**config.mk**
```make
export PLATFORM = sky130hd
export DESIGN_NAME = debounced_button_motor_mode_control_core
export DESIGN_NICKNAME = d
export VERILOG_FILES = /design/src/design/dbmm_pkg.sv /design/src/design/dbmm_debounce.sv /design/src/design/dbmm_ctrl.sv /design/src/design/debounced_button_motor_mode_control_core.sv
export VERILOG_INCLUDE_DIRS = /design/src /design/src/design
export SDC_FILE = /design/constraint.sdc
export NUM_CORES = 1
export LEC_CHECK = 0
export ABC_CLOCK_PERIOD_IN_PS = 6900
export BUFFER_PORTS_ARGS = -buffer_cell sky130_fd_sc_hd__buf_2
export CORE_MARGIN = 2
export CORE_UTILIZATION = 60
export CTS_CLUSTER_DIAMETER = 50
export DETAILED_ROUTE_END_ITERATION = 16
export PLACE_DENSITY = 0.78
export SKIP_CTS_REPAIR_TIMING = 1
export SLEW_MARGIN = 0
export SYNTH_ARGS = -nofsm -noshare
export SYNTH_HDL_FRONTEND = slang
export SYNTH_SLANG_ARGS = --single-unit
```
**constraint.sdc**
```tcl
create_clock -name clk -period 6.9 [get_ports clk]
set_input_delay 1.38 -clock clk [delete_from_list [all_inputs] [get_ports clk]]
set_output_delay 1.38 -clock clk [all_outputs]
set_load 0.05 [all_outputs]
```
**src/design/debounced_button_motor_mode_control_core_macros.svh**
```systemverilog
// Assertion macros for the debounced button motor mode control block.
`ifndef DEBOUNCED_BUTTON_MOTOR_MODE_CONTROL_CORE_MACROS_SVH
`define DEBOUNCED_BUTTON_MOTOR_MODE_CONTROL_CORE_MACROS_SVH
`ifndef SYNTH
// Checks that a condition holds at every clock edge outside reset.
`define DBMM_ASSERT(lbl, clk, rstn, cond) \
	lbl: assert property (@(posedge clk) disable iff (!rstn) (cond)) \
		else $error("assertion failed");
// Checks that a consequent holds in the cycle after its antecedent.
`define DBMM_ASSERT_NEXT(lbl, clk, rstn, ante, cons) \
	lbl: assert property (@(posedge clk) disable iff (!rstn) (ante) |=> (cons)) \
		else $error("assertion failed");
`else
`define DBMM_ASSERT(lbl, clk, rstn, cond)
`define DBMM_ASSERT_NEXT(lbl, clk, rstn, ante, cons)
`endif
`endif

```
**src/design/dbmm_pkg.sv**
```systemverilog
// Shared types, constants and functions of the debounced button motor mode control block.
package dbmm_pkg;

	localparam int LEVELS      = 5;
	localparam int DUTY_MAX    = 255;
	localparam int COUNT_WIDTH = 16;

	localparam int TICKS_W = 16;
	localparam int DUTY_W  = 8;
	localparam int SPEED_W = 3;
	localparam int MODE_W  = 2;

	localparam int LEVEL_W = $clog2(LEVELS + 1);
	localparam int CMP_W   = (COUNT_WIDTH > TICKS_W) ? COUNT_WIDTH : TICKS_W;

	localparam logic [TICKS_W-1:0] TICKS_RESET = TICKS_W'(50);
	localparam logic [LEVEL_W-1:0] LEVEL_FIRST = LEVEL_W'(1);
	localparam logic [LEVEL_W-1:0] LEVEL_LAST  = LEVEL_W'(LEVELS);

	typedef enum logic [MODE_W-1:0] {
		MODE_STOP  = 2'd0,
		MODE_LEFT  = 2'd1,
		MODE_RIGHT = 2'd2
	} mode_t;

	typedef struct packed {
		logic raw_left;
		logic raw_right;
		logic raw_activate;
	} item_t;

	typedef struct packed {
		logic [DUTY_W-1:0]  duty_forward;
		logic [DUTY_W-1:0]  duty_reverse;
		logic [MODE_W-1:0]  motor_mode;
		logic [SPEED_W-1:0] left_speed;
		logic [SPEED_W-1:0] right_speed;
	} result_t;

	// Debounced view of one button for the tick being processed.
	typedef struct packed {
		logic stable;
		logic fall;
	} btn_evt_t;

	// PWM duty of a speed level, saturated to the duty field.
	// Every level value has a constant duty, so this reduces to a small lookup table.
	function automatic logic [DUTY_W-1:0] duty_of(input logic [LEVEL_W-1:0] level);
		int cand;
		duty_of = '0;
		for (int l = 0; l < (1 << LEVEL_W); l++) begin
			cand = (l * DUTY_MAX) / LEVELS;
			if (cand > (1 << DUTY_W) - 1) cand = (1 << DUTY_W) - 1;
			if (level == LEVEL_W'(l)) duty_of = DUTY_W'(cand);
		end
	endfunction

	// Next speed level, wrapping from the top level back to the first.
	function automatic logic [LEVEL_W-1:0] next_level(input logic [LEVEL_W-1:0] level);
		next_level = (level >= LEVEL_LAST) ? LEVEL_FIRST : level + LEVEL_W'(1);
	endfunction

endpackage

```
**src/design/dbmm_debounce.sv**
```systemverilog
// Debounce lane for one active-low button: settle counter, stable level and falling edge.
module dbmm_debounce (
	input  logic                          clk,
	input  logic                          arst_n,
	input  logic                          step,
	input  logic                          raw,
	input  logic [dbmm_pkg::TICKS_W-1:0]  ticks,
	output dbmm_pkg::btn_evt_t            evt
);

	logic                              last_q;
	logic                              stable_q;
	logic [dbmm_pkg::COUNT_WIDTH-1:0]  count_q;
	logic [dbmm_pkg::COUNT_WIDTH-1:0]  count_d;
	logic                              stable_d;

	// A raw change restarts the counter; otherwise it counts up and saturates.
	always_comb begin
		if (raw != last_q) begin
			count_d = '0;
		end else if (count_q != {dbmm_pkg::COUNT_WIDTH{1'b1}}) begin
			count_d = count_q + dbmm_pkg::COUNT_WIDTH'(1);
		end else begin
			count_d = count_q;
		end
	end

	// The stable level follows the raw level once it has settled long enough.
	always_comb begin
		if (dbmm_pkg::CMP_W'(count_d) >= dbmm_pkg::CMP_W'(ticks)) begin
			stable_d = raw;
		end else begin
			stable_d = stable_q;
		end
	end

	assign evt.stable = stable_d;
	assign evt.fall   = !stable_d && stable_q;

	always_ff @(posedge clk or negedge arst_n) begin
		if (!arst_n) begin
			last_q   <= 1'b1;
			stable_q <= 1'b1;
			count_q  <= '0;
		end else if (step) begin
			last_q   <= raw;
			stable_q <= stable_d;
			count_q  <= count_d;
		end
	end

endmodule

```
**src/design/dbmm_ctrl.sv**
```systemverilog
// Speed level and motor mode registers with the PWM duty computation.
module dbmm_ctrl (
	input  logic                clk,
	input  logic                arst_n,
	input  logic                step,
	input  dbmm_pkg::btn_evt_t  evt_left,
	input  dbmm_pkg::btn_evt_t  evt_right,
	input  dbmm_pkg::btn_evt_t  evt_activate,
	output dbmm_pkg::result_t   res
);

	dbmm_pkg::mode_t                mode_q;
	dbmm_pkg::mode_t                mode_d;
	logic [dbmm_pkg::LEVEL_W-1:0]   left_q;
	logic [dbmm_pkg::LEVEL_W-1:0]   left_d;
	logic [dbmm_pkg::LEVEL_W-1:0]   right_q;
	logic [dbmm_pkg::LEVEL_W-1:0]   right_d;
	logic                           hold_both;
	logic                           act_left;
	logic                           act_right;
	logic                           act_mode;

	// Edges act in priority order and are dropped while both speed buttons are held.
	assign hold_both = !evt_left.stable && !evt_right.stable;
	assign act_left  = !hold_both && evt_left.fall;
	assign act_right = !hold_both && !evt_left.fall && evt_right.fall;
	assign act_mode  = !hold_both && !evt_left.fall && !evt_right.fall && evt_activate.fall;

	// Speed levels cycle through one to the top level.
	always_comb begin
		left_d  = act_left  ? dbmm_pkg::next_level(left_q)  : left_q;
		right_d = act_right ? dbmm_pkg::next_level(right_q) : right_q;
	end

	// Next mode: stop, left, right, then back to stop.
	always_comb begin
		mode_d = mode_q;
		if (act_mode) begin
			case (mode_q)
				dbmm_pkg::MODE_STOP:  mode_d = dbmm_pkg::MODE_LEFT;
				dbmm_pkg::MODE_LEFT:  mode_d = dbmm_pkg::MODE_RIGHT;
				default:              mode_d = dbmm_pkg::MODE_STOP;
			endcase
		end
	end

	// Result fields from the updated state; only the active side gets a duty.
	always_comb begin
		res.duty_forward = '0;
		res.duty_reverse = '0;
		case (mode_d)
			dbmm_pkg::MODE_LEFT:  res.duty_forward = dbmm_pkg::duty_of(left_d);
			dbmm_pkg::MODE_RIGHT: res.duty_reverse = dbmm_pkg::duty_of(right_d);
			default: begin
				res.duty_forward = '0;
				res.duty_reverse = '0;
			end
		endcase
		res.motor_mode  = mode_d;
		res.left_speed  = dbmm_pkg::SPEED_W'(left_d);
		res.right_speed = dbmm_pkg::SPEED_W'(right_d);
	end

	always_ff @(posedge clk or negedge arst_n) begin
		if (!arst_n) begin
			mode_q  <= dbmm_pkg::MODE_STOP;
			left_q  <= dbmm_pkg::LEVEL_FIRST;
			right_q <= dbmm_pkg::LEVEL_FIRST;
		end else if (step) begin
			mode_q  <= mode_d;
			left_q  <= left_d;
			right_q <= right_d;
		end
	end

endmodule

```
**src/design/debounced_button_motor_mode_control_core.sv**
```systemverilog
// Top level of the debounced button motor mode control block.
//
// Each request on the item channel is one millisecond tick carrying the raw
// active-low levels of the left, right and activate buttons. For every tick
// the block returns one request on the result channel with both PWM duties,
// the motor mode and the two speed levels after that tick.
// The cfg channel writes the debounce setting in ticks; it is always ready
// and is meant to be written only while the block is idle.
// The item is held in the input register and then processed into the result
// register by a single pass of debounce and mode logic between those two
// registers. Throughput is one tick per cycle while the receiver keeps
// taking results.
// After reset all buttons read released, counters are zero, both speed
// levels are one, the mode is stopped and the debounce setting is 50.
// When the receiver stalls, the result register holds its request, the input
// register takes one more tick if it was empty, and then item_ready drops
// until the result is taken.
module debounced_button_motor_mode_control_core (
	input  logic                           clk,
	input  logic                           arst_n,
	input  logic                           item_valid,
	output logic                           item_ready,
	input  dbmm_pkg::item_t                item,
	output logic                           result_valid,
	input  logic                           result_ready,
	output dbmm_pkg::result_t              result,
	input  logic                           cfg_valid,
	output logic                           cfg_ready,
	input  logic [dbmm_pkg::TICKS_W-1:0]   cfg_data
);

`include "debounced_button_motor_mode_control_core_macros.svh"

	logic                           valid_s1;
	dbmm_pkg::item_t                item_s1;
	logic                           valid_s2;
	dbmm_pkg::result_t              result_s2;
	logic [dbmm_pkg::TICKS_W-1:0]   ticks_q;
	logic                           advance;
	logic                           step;
	dbmm_pkg::btn_evt_t             evt_left;
	dbmm_pkg::btn_evt_t             evt_right;
	dbmm_pkg::btn_evt_t             evt_activate;
	dbmm_pkg::result_t              res_next;

	// Handshake: the result register frees when empty or taken.
	assign advance    = !valid_s2 || result_ready;
	assign step       = valid_s1 && advance;
	assign item_ready = !valid_s1 || advance;
	assign cfg_ready  = 1'b1;

	// Debounce setting register.
	always_ff @(posedge clk or negedge arst_n) begin
		if (!arst_n) begin
			ticks_q <= dbmm_pkg::TICKS_RESET;
		end else if (cfg_valid) begin
			ticks_q <= cfg_data;
		end
	end

	// Input register.
	always_ff @(posedge clk or negedge arst_n) begin
		if (!arst_n) begin
			valid_s1 <= 1'b0;
		end else if (item_ready) begin
			valid_s1 <= item_valid;
		end
	end

	always_ff @(posedge clk) begin
		if (item_ready && item_valid) begin
			item_s1 <= item;
		end
	end

	dbmm_debounce u_deb_left (
		.clk    (clk),
		.arst_n (arst_n),
		.step   (step),
		.raw    (item_s1.raw_left),
		.ticks  (ticks_q),
		.evt    (evt_left)
	);

	dbmm_debounce u_deb_right (
		.clk    (clk),
		.arst_n (arst_n),
		.step   (step),
		.raw    (item_s1.raw_right),
		.ticks  (ticks_q),
		.evt    (evt_right)
	);

	dbmm_debounce u_deb_activate (
		.clk    (clk),
		.arst_n (arst_n),
		.step   (step),
		.raw    (item_s1.raw_activate),
		.ticks  (ticks_q),
		.evt    (evt_activate)
	);

	dbmm_ctrl u_ctrl (
		.clk          (clk),
		.arst_n       (arst_n),
		.step         (step),
		.evt_left     (evt_left),
		.evt_right    (evt_right),
		.evt_activate (evt_activate),
		.res          (res_next)
	);

	// Result register.
	always_ff @(posedge clk or negedge arst_n) begin
		if (!arst_n) begin
			valid_s2 <= 1'b0;
		end else if (advance) begin
			valid_s2 <= valid_s1;
		end
	end

	always_ff @(posedge clk) begin
		if (step) begin
			result_s2 <= res_next;
		end
	end

	assign result_valid = valid_s2;
	assign result       = result_s2;

	// An empty result register never blocks a new tick.
	`DBMM_ASSERT(a_ready_when_empty, clk, arst_n, valid_s2 || item_ready)
	// A stalled tick in the input register is kept for the next cycle.
	`DBMM_ASSERT_NEXT(a_s1_hold, clk, arst_n, valid_s1 && !advance, valid_s1 && $stable(item_s1))
	// The forward duty is driven only in left mode.
	`DBMM_ASSERT(a_fwd_mode, clk, arst_n, !valid_s2 || result.duty_forward == '0 || result.motor_mode == dbmm_pkg::MODE_LEFT)
	// The reverse duty is driven only in right mode.
	`DBMM_ASSERT(a_rev_mode, clk, arst_n, !valid_s2 || result.duty_reverse == '0 || result.motor_mode == dbmm_pkg::MODE_RIGHT)
	// Both duties are never nonzero together.
	`DBMM_ASSERT(a_one_side, clk, arst_n, !valid_s2 || result.duty_forward == '0 || result.duty_reverse == '0)

endmodule
```
==> results.py <==
metrics = {
    "status": {
        "status": "finished clean",
    },
    "layout": {
        "fillers": 897,
        "num-nets-final": 863,
        "drive_above_1_share_pct": 12.55,
        "fin_util_pct": 65.55,
        "final_cell_mix": "nand2_1 (134), o21ai_0 (69), dfrtp_1 (69), ha_1 (63), nor2_1 (51)",
        "final_common_cell": "nand2_1",
        "final_cells": 921,
        "syn_to_final_growth_pct": 7.327,
        "diodes": 0,
    },
    "drt": {
        "dr.first_iter.drc_count": 389,
        "wirelength_mm": 15.12,
        "post_drt_via_cell_ratio": 5.958,
        "ant_nets": 0,
        "routedWlPerCell_um": 16.41,
        "first_pass_iters": 5,
        "drc": 0,
        "num_vias": 5487,
    },
    "global_routing": {
        "grt_max_degree": 81,
        "grt_pass1_wl_mm": 25.27,
        "antenna_found_initial": 0,
        "grt_pass1_vias": 5355,
        "gr-total-overflow": 0,
        "grt_usage_pct": 27.44,
    },
    "synthesis": {
        "netlist_instances": 744,
        "synth_compound_area_share_pct": 14.64,
        "synth.avg_cell_area_um2": 8.859,
        "ys_async_sr_fraction_pct": 80.81,
        "synthAdderAreaFrac_pct": 11.96,
        "ys_seq_area_share_pct": 39.24,
        "ys_types": 57,
        "synth-simple-area-share_pct": 21.41,
        "syn_area_mm2": 0.006591,
        "ys_ff_latch": 99,
        "synth_mux_area_share_pct": 3.588,
        "synth_edf_count": 19,
        "synth_xor_area_share_pct": 4.784,
        "yosysWarnings": 0,
        "syn_nets": 831,
        "synth_top_family_by_area": "simple AND/OR/NAND/NOR gates",
        "synth_ff_type": "dfrtp_1",
    },
    "critical_path": {
        "crit_type": "flop to flop",
        "crit_fanout": 10,
        "crit_arrival_ns": 6.01,
        "r2r-start": "u_deb_right.count_q[0]",
        "required_ns": 7.03,
        "crit_path_start": "u_deb_right.count_q[0]",
        "start_kind": "flop",
        "crit_path_end_kind": "flop",
    },
    "place": {
        "dp.final_hpwl_mm": 11.08,
        "place_inst": 905,
        "gp_congestion": 0.9645,
        "port-buffer-count": 49,
    },
    "cts": {
        "cts_buffer_depth": 2,
        "clk_pin_slew_worst_paths_ns": 0.09,
        "htreeDepth": 3,
        "cts_made_buffers": 9,
        "cts_root_buffer": "clkbuf_8",
        "clkLatencyLatePin_ns": 0.39,
        "cts_sinks": 99,
        "cts_tree": "yes",
    },
    "timing": {
        "slew_violations": 0,
        "setup_tns_ns": 0,
        "rsz0062_at_grt": "false",
        "skew_ns": 0.008856,
        "relSlewSlack_pct": 31.35,
        "post-route-period-util_pct": 85.27,
        "finalSetupViolCount": 0,
        "fmaxAchievable_ghz": 0.1700,
        "worst_pin_slew_ns": 1.030,
        "hold_violations": 0,
        "min_period_ns": 5.884,
    },
    "hold_path": {
        "min_path_type": "flop to flop",
        "min-delay-start": "u_deb_right.last_q",
    },
    "floorplan": {
        "rows": 38,
        "dieWidth_um": 108.8,
        "core-area_mm2": 0.01079,
        "ioPinCount": 51,
        "die_area_mm2": 0.01184,
        "start_util_pct": 61.07,
        "die_y_um": 108.8,
    },
    "power": {
        "ir_drop_mv": 0.1654,
        "powerDensity_mw_per_mm2": 190.7,
        "total_leakage_power_nw": 3.263,
    },
    "job": {
        "cap_violations": 0,
    },
}
[worst paths after layout]
check / end / slack, ns / cells after the start
worst max-delay path: result[19] / 1.02 / 22
worst min-delay path: u_deb_right.last_q / 0.49 / 2
worst max register to register: result[19] / 1.02 / 22
worst min register to register: u_deb_right.last_q / 0.49 / 2
max in group asynchronous: u_deb_right.count_q[0] / 5.07 / 1
min in group asynchronous: u_deb_activate.count_q[15] / 1.16 / 1
[cell usage after synthesis (all sizes together) (19+ instances only)]
cell type    n  area share (%)
nand2      135             7.7
o21ai       71             5.4
dfrtp       69              26
ha          63              12
nor2        51             2.9
a21oi       33             2.6
inv         32             1.8
nand3       24             1.8
clkbuf      23             1.3
xnor2       20             2.7
edfxtp      19             8.7
[metal layers]
metal	wire (um)	up-vias	part of all wire (%)	global-route usage, %
met5	0	-	0	0
met4	306	0	2.0	10.35
met3	723	22	4.8	5.858
met2	7324	148	48	45.80
met1	6763	2634	45	35.00
li1	-	2683	-	-
[power breakdown]
group	leakage (nW)	switching, mW	internal, mW
Clock	0.0870	0.208	0.166
Sequential	1.23	0.0352	0.640
Combinational	1.95	0.206	0.0938
[area by class of cell]
type | instances | area [um^2] | share of cell area [%]
Tap cell | 140 | 175.2 | 2.476
Clock inverter | 5 | 53.80 | 0.7605
Clock buffer | 11 | 131.4 | 1.857
Sequential cell | 99 | 2586 | 36.56
Multi-Input combinational cell | 580 | 3722 | 52.62
Inverter | 32 | 120.1 | 1.698
Timing Repair Buffer | 54 | 285.3 | 4.033
[cell families after synthesis]
family                   after synthesis
AND/OR/NAND/NOR                      298
AO/OA/AOI/OAI                        160
XOR/XNOR                              36
flip-flops                            99
multiplexers                          22
other                                  1
adder cells (fa/ha/maj)               63
buffers and inverters                 65
[flip-flops by register name (all words and copies together), names as in the netlist, 2 cells and up]
name and cells:
item_s1 3, result 16, ticks_q 16, u_ctrl.left_q 3, u_ctrl.mode_q 2, u_ctrl.right_q 3
u_deb_activate.count_q 16, u_deb_left.count_q 16, u_deb_right.count_q 16
[stage by stage]
step / setup WS (ns) / total power, mW / cell area, um^2 / hold slack [ns]
after floorplan: 1.749 / 0.8952 / 6591 / 0.4572
after global placement: 1.407 / 0.9672 / 6889 / 0.4665
final: 1.016 / 1.349 / 7074 / 0.4851
after CTS: 1.098 / 1.360 / 7074 / 0.4860
after global routing: 0.6730 / 1.422 / 7074 / 0.5344
after detailed placement: 1.118 / 0.9856 / 6889 / 0.4725
[critical path, cell delays in order, from the launching register on]
cell      delay (ns)
dfrtp_1         0.42
ha_1            0.22
nand3_1         0.09
nor3_1          0.34
nand4_1         0.46
nor2b_1         0.32
and3_1          0.23
and3_1          0.22
xnor2_1         0.13
nor2_1          0.06
ha_1            0.29
a21oi_1         0.13
o21ai_0         0.09
a22o_1          0.27
or3_2           0.46
and2_1          0.20
nor3_4          0.34
mux2i_1         0.41
inv_1           0.14
ha_1            0.25
or3_1           0.35
o211ai_1        0.11
a31oi_1         0.10
Power figures use the tool's default switching activity.
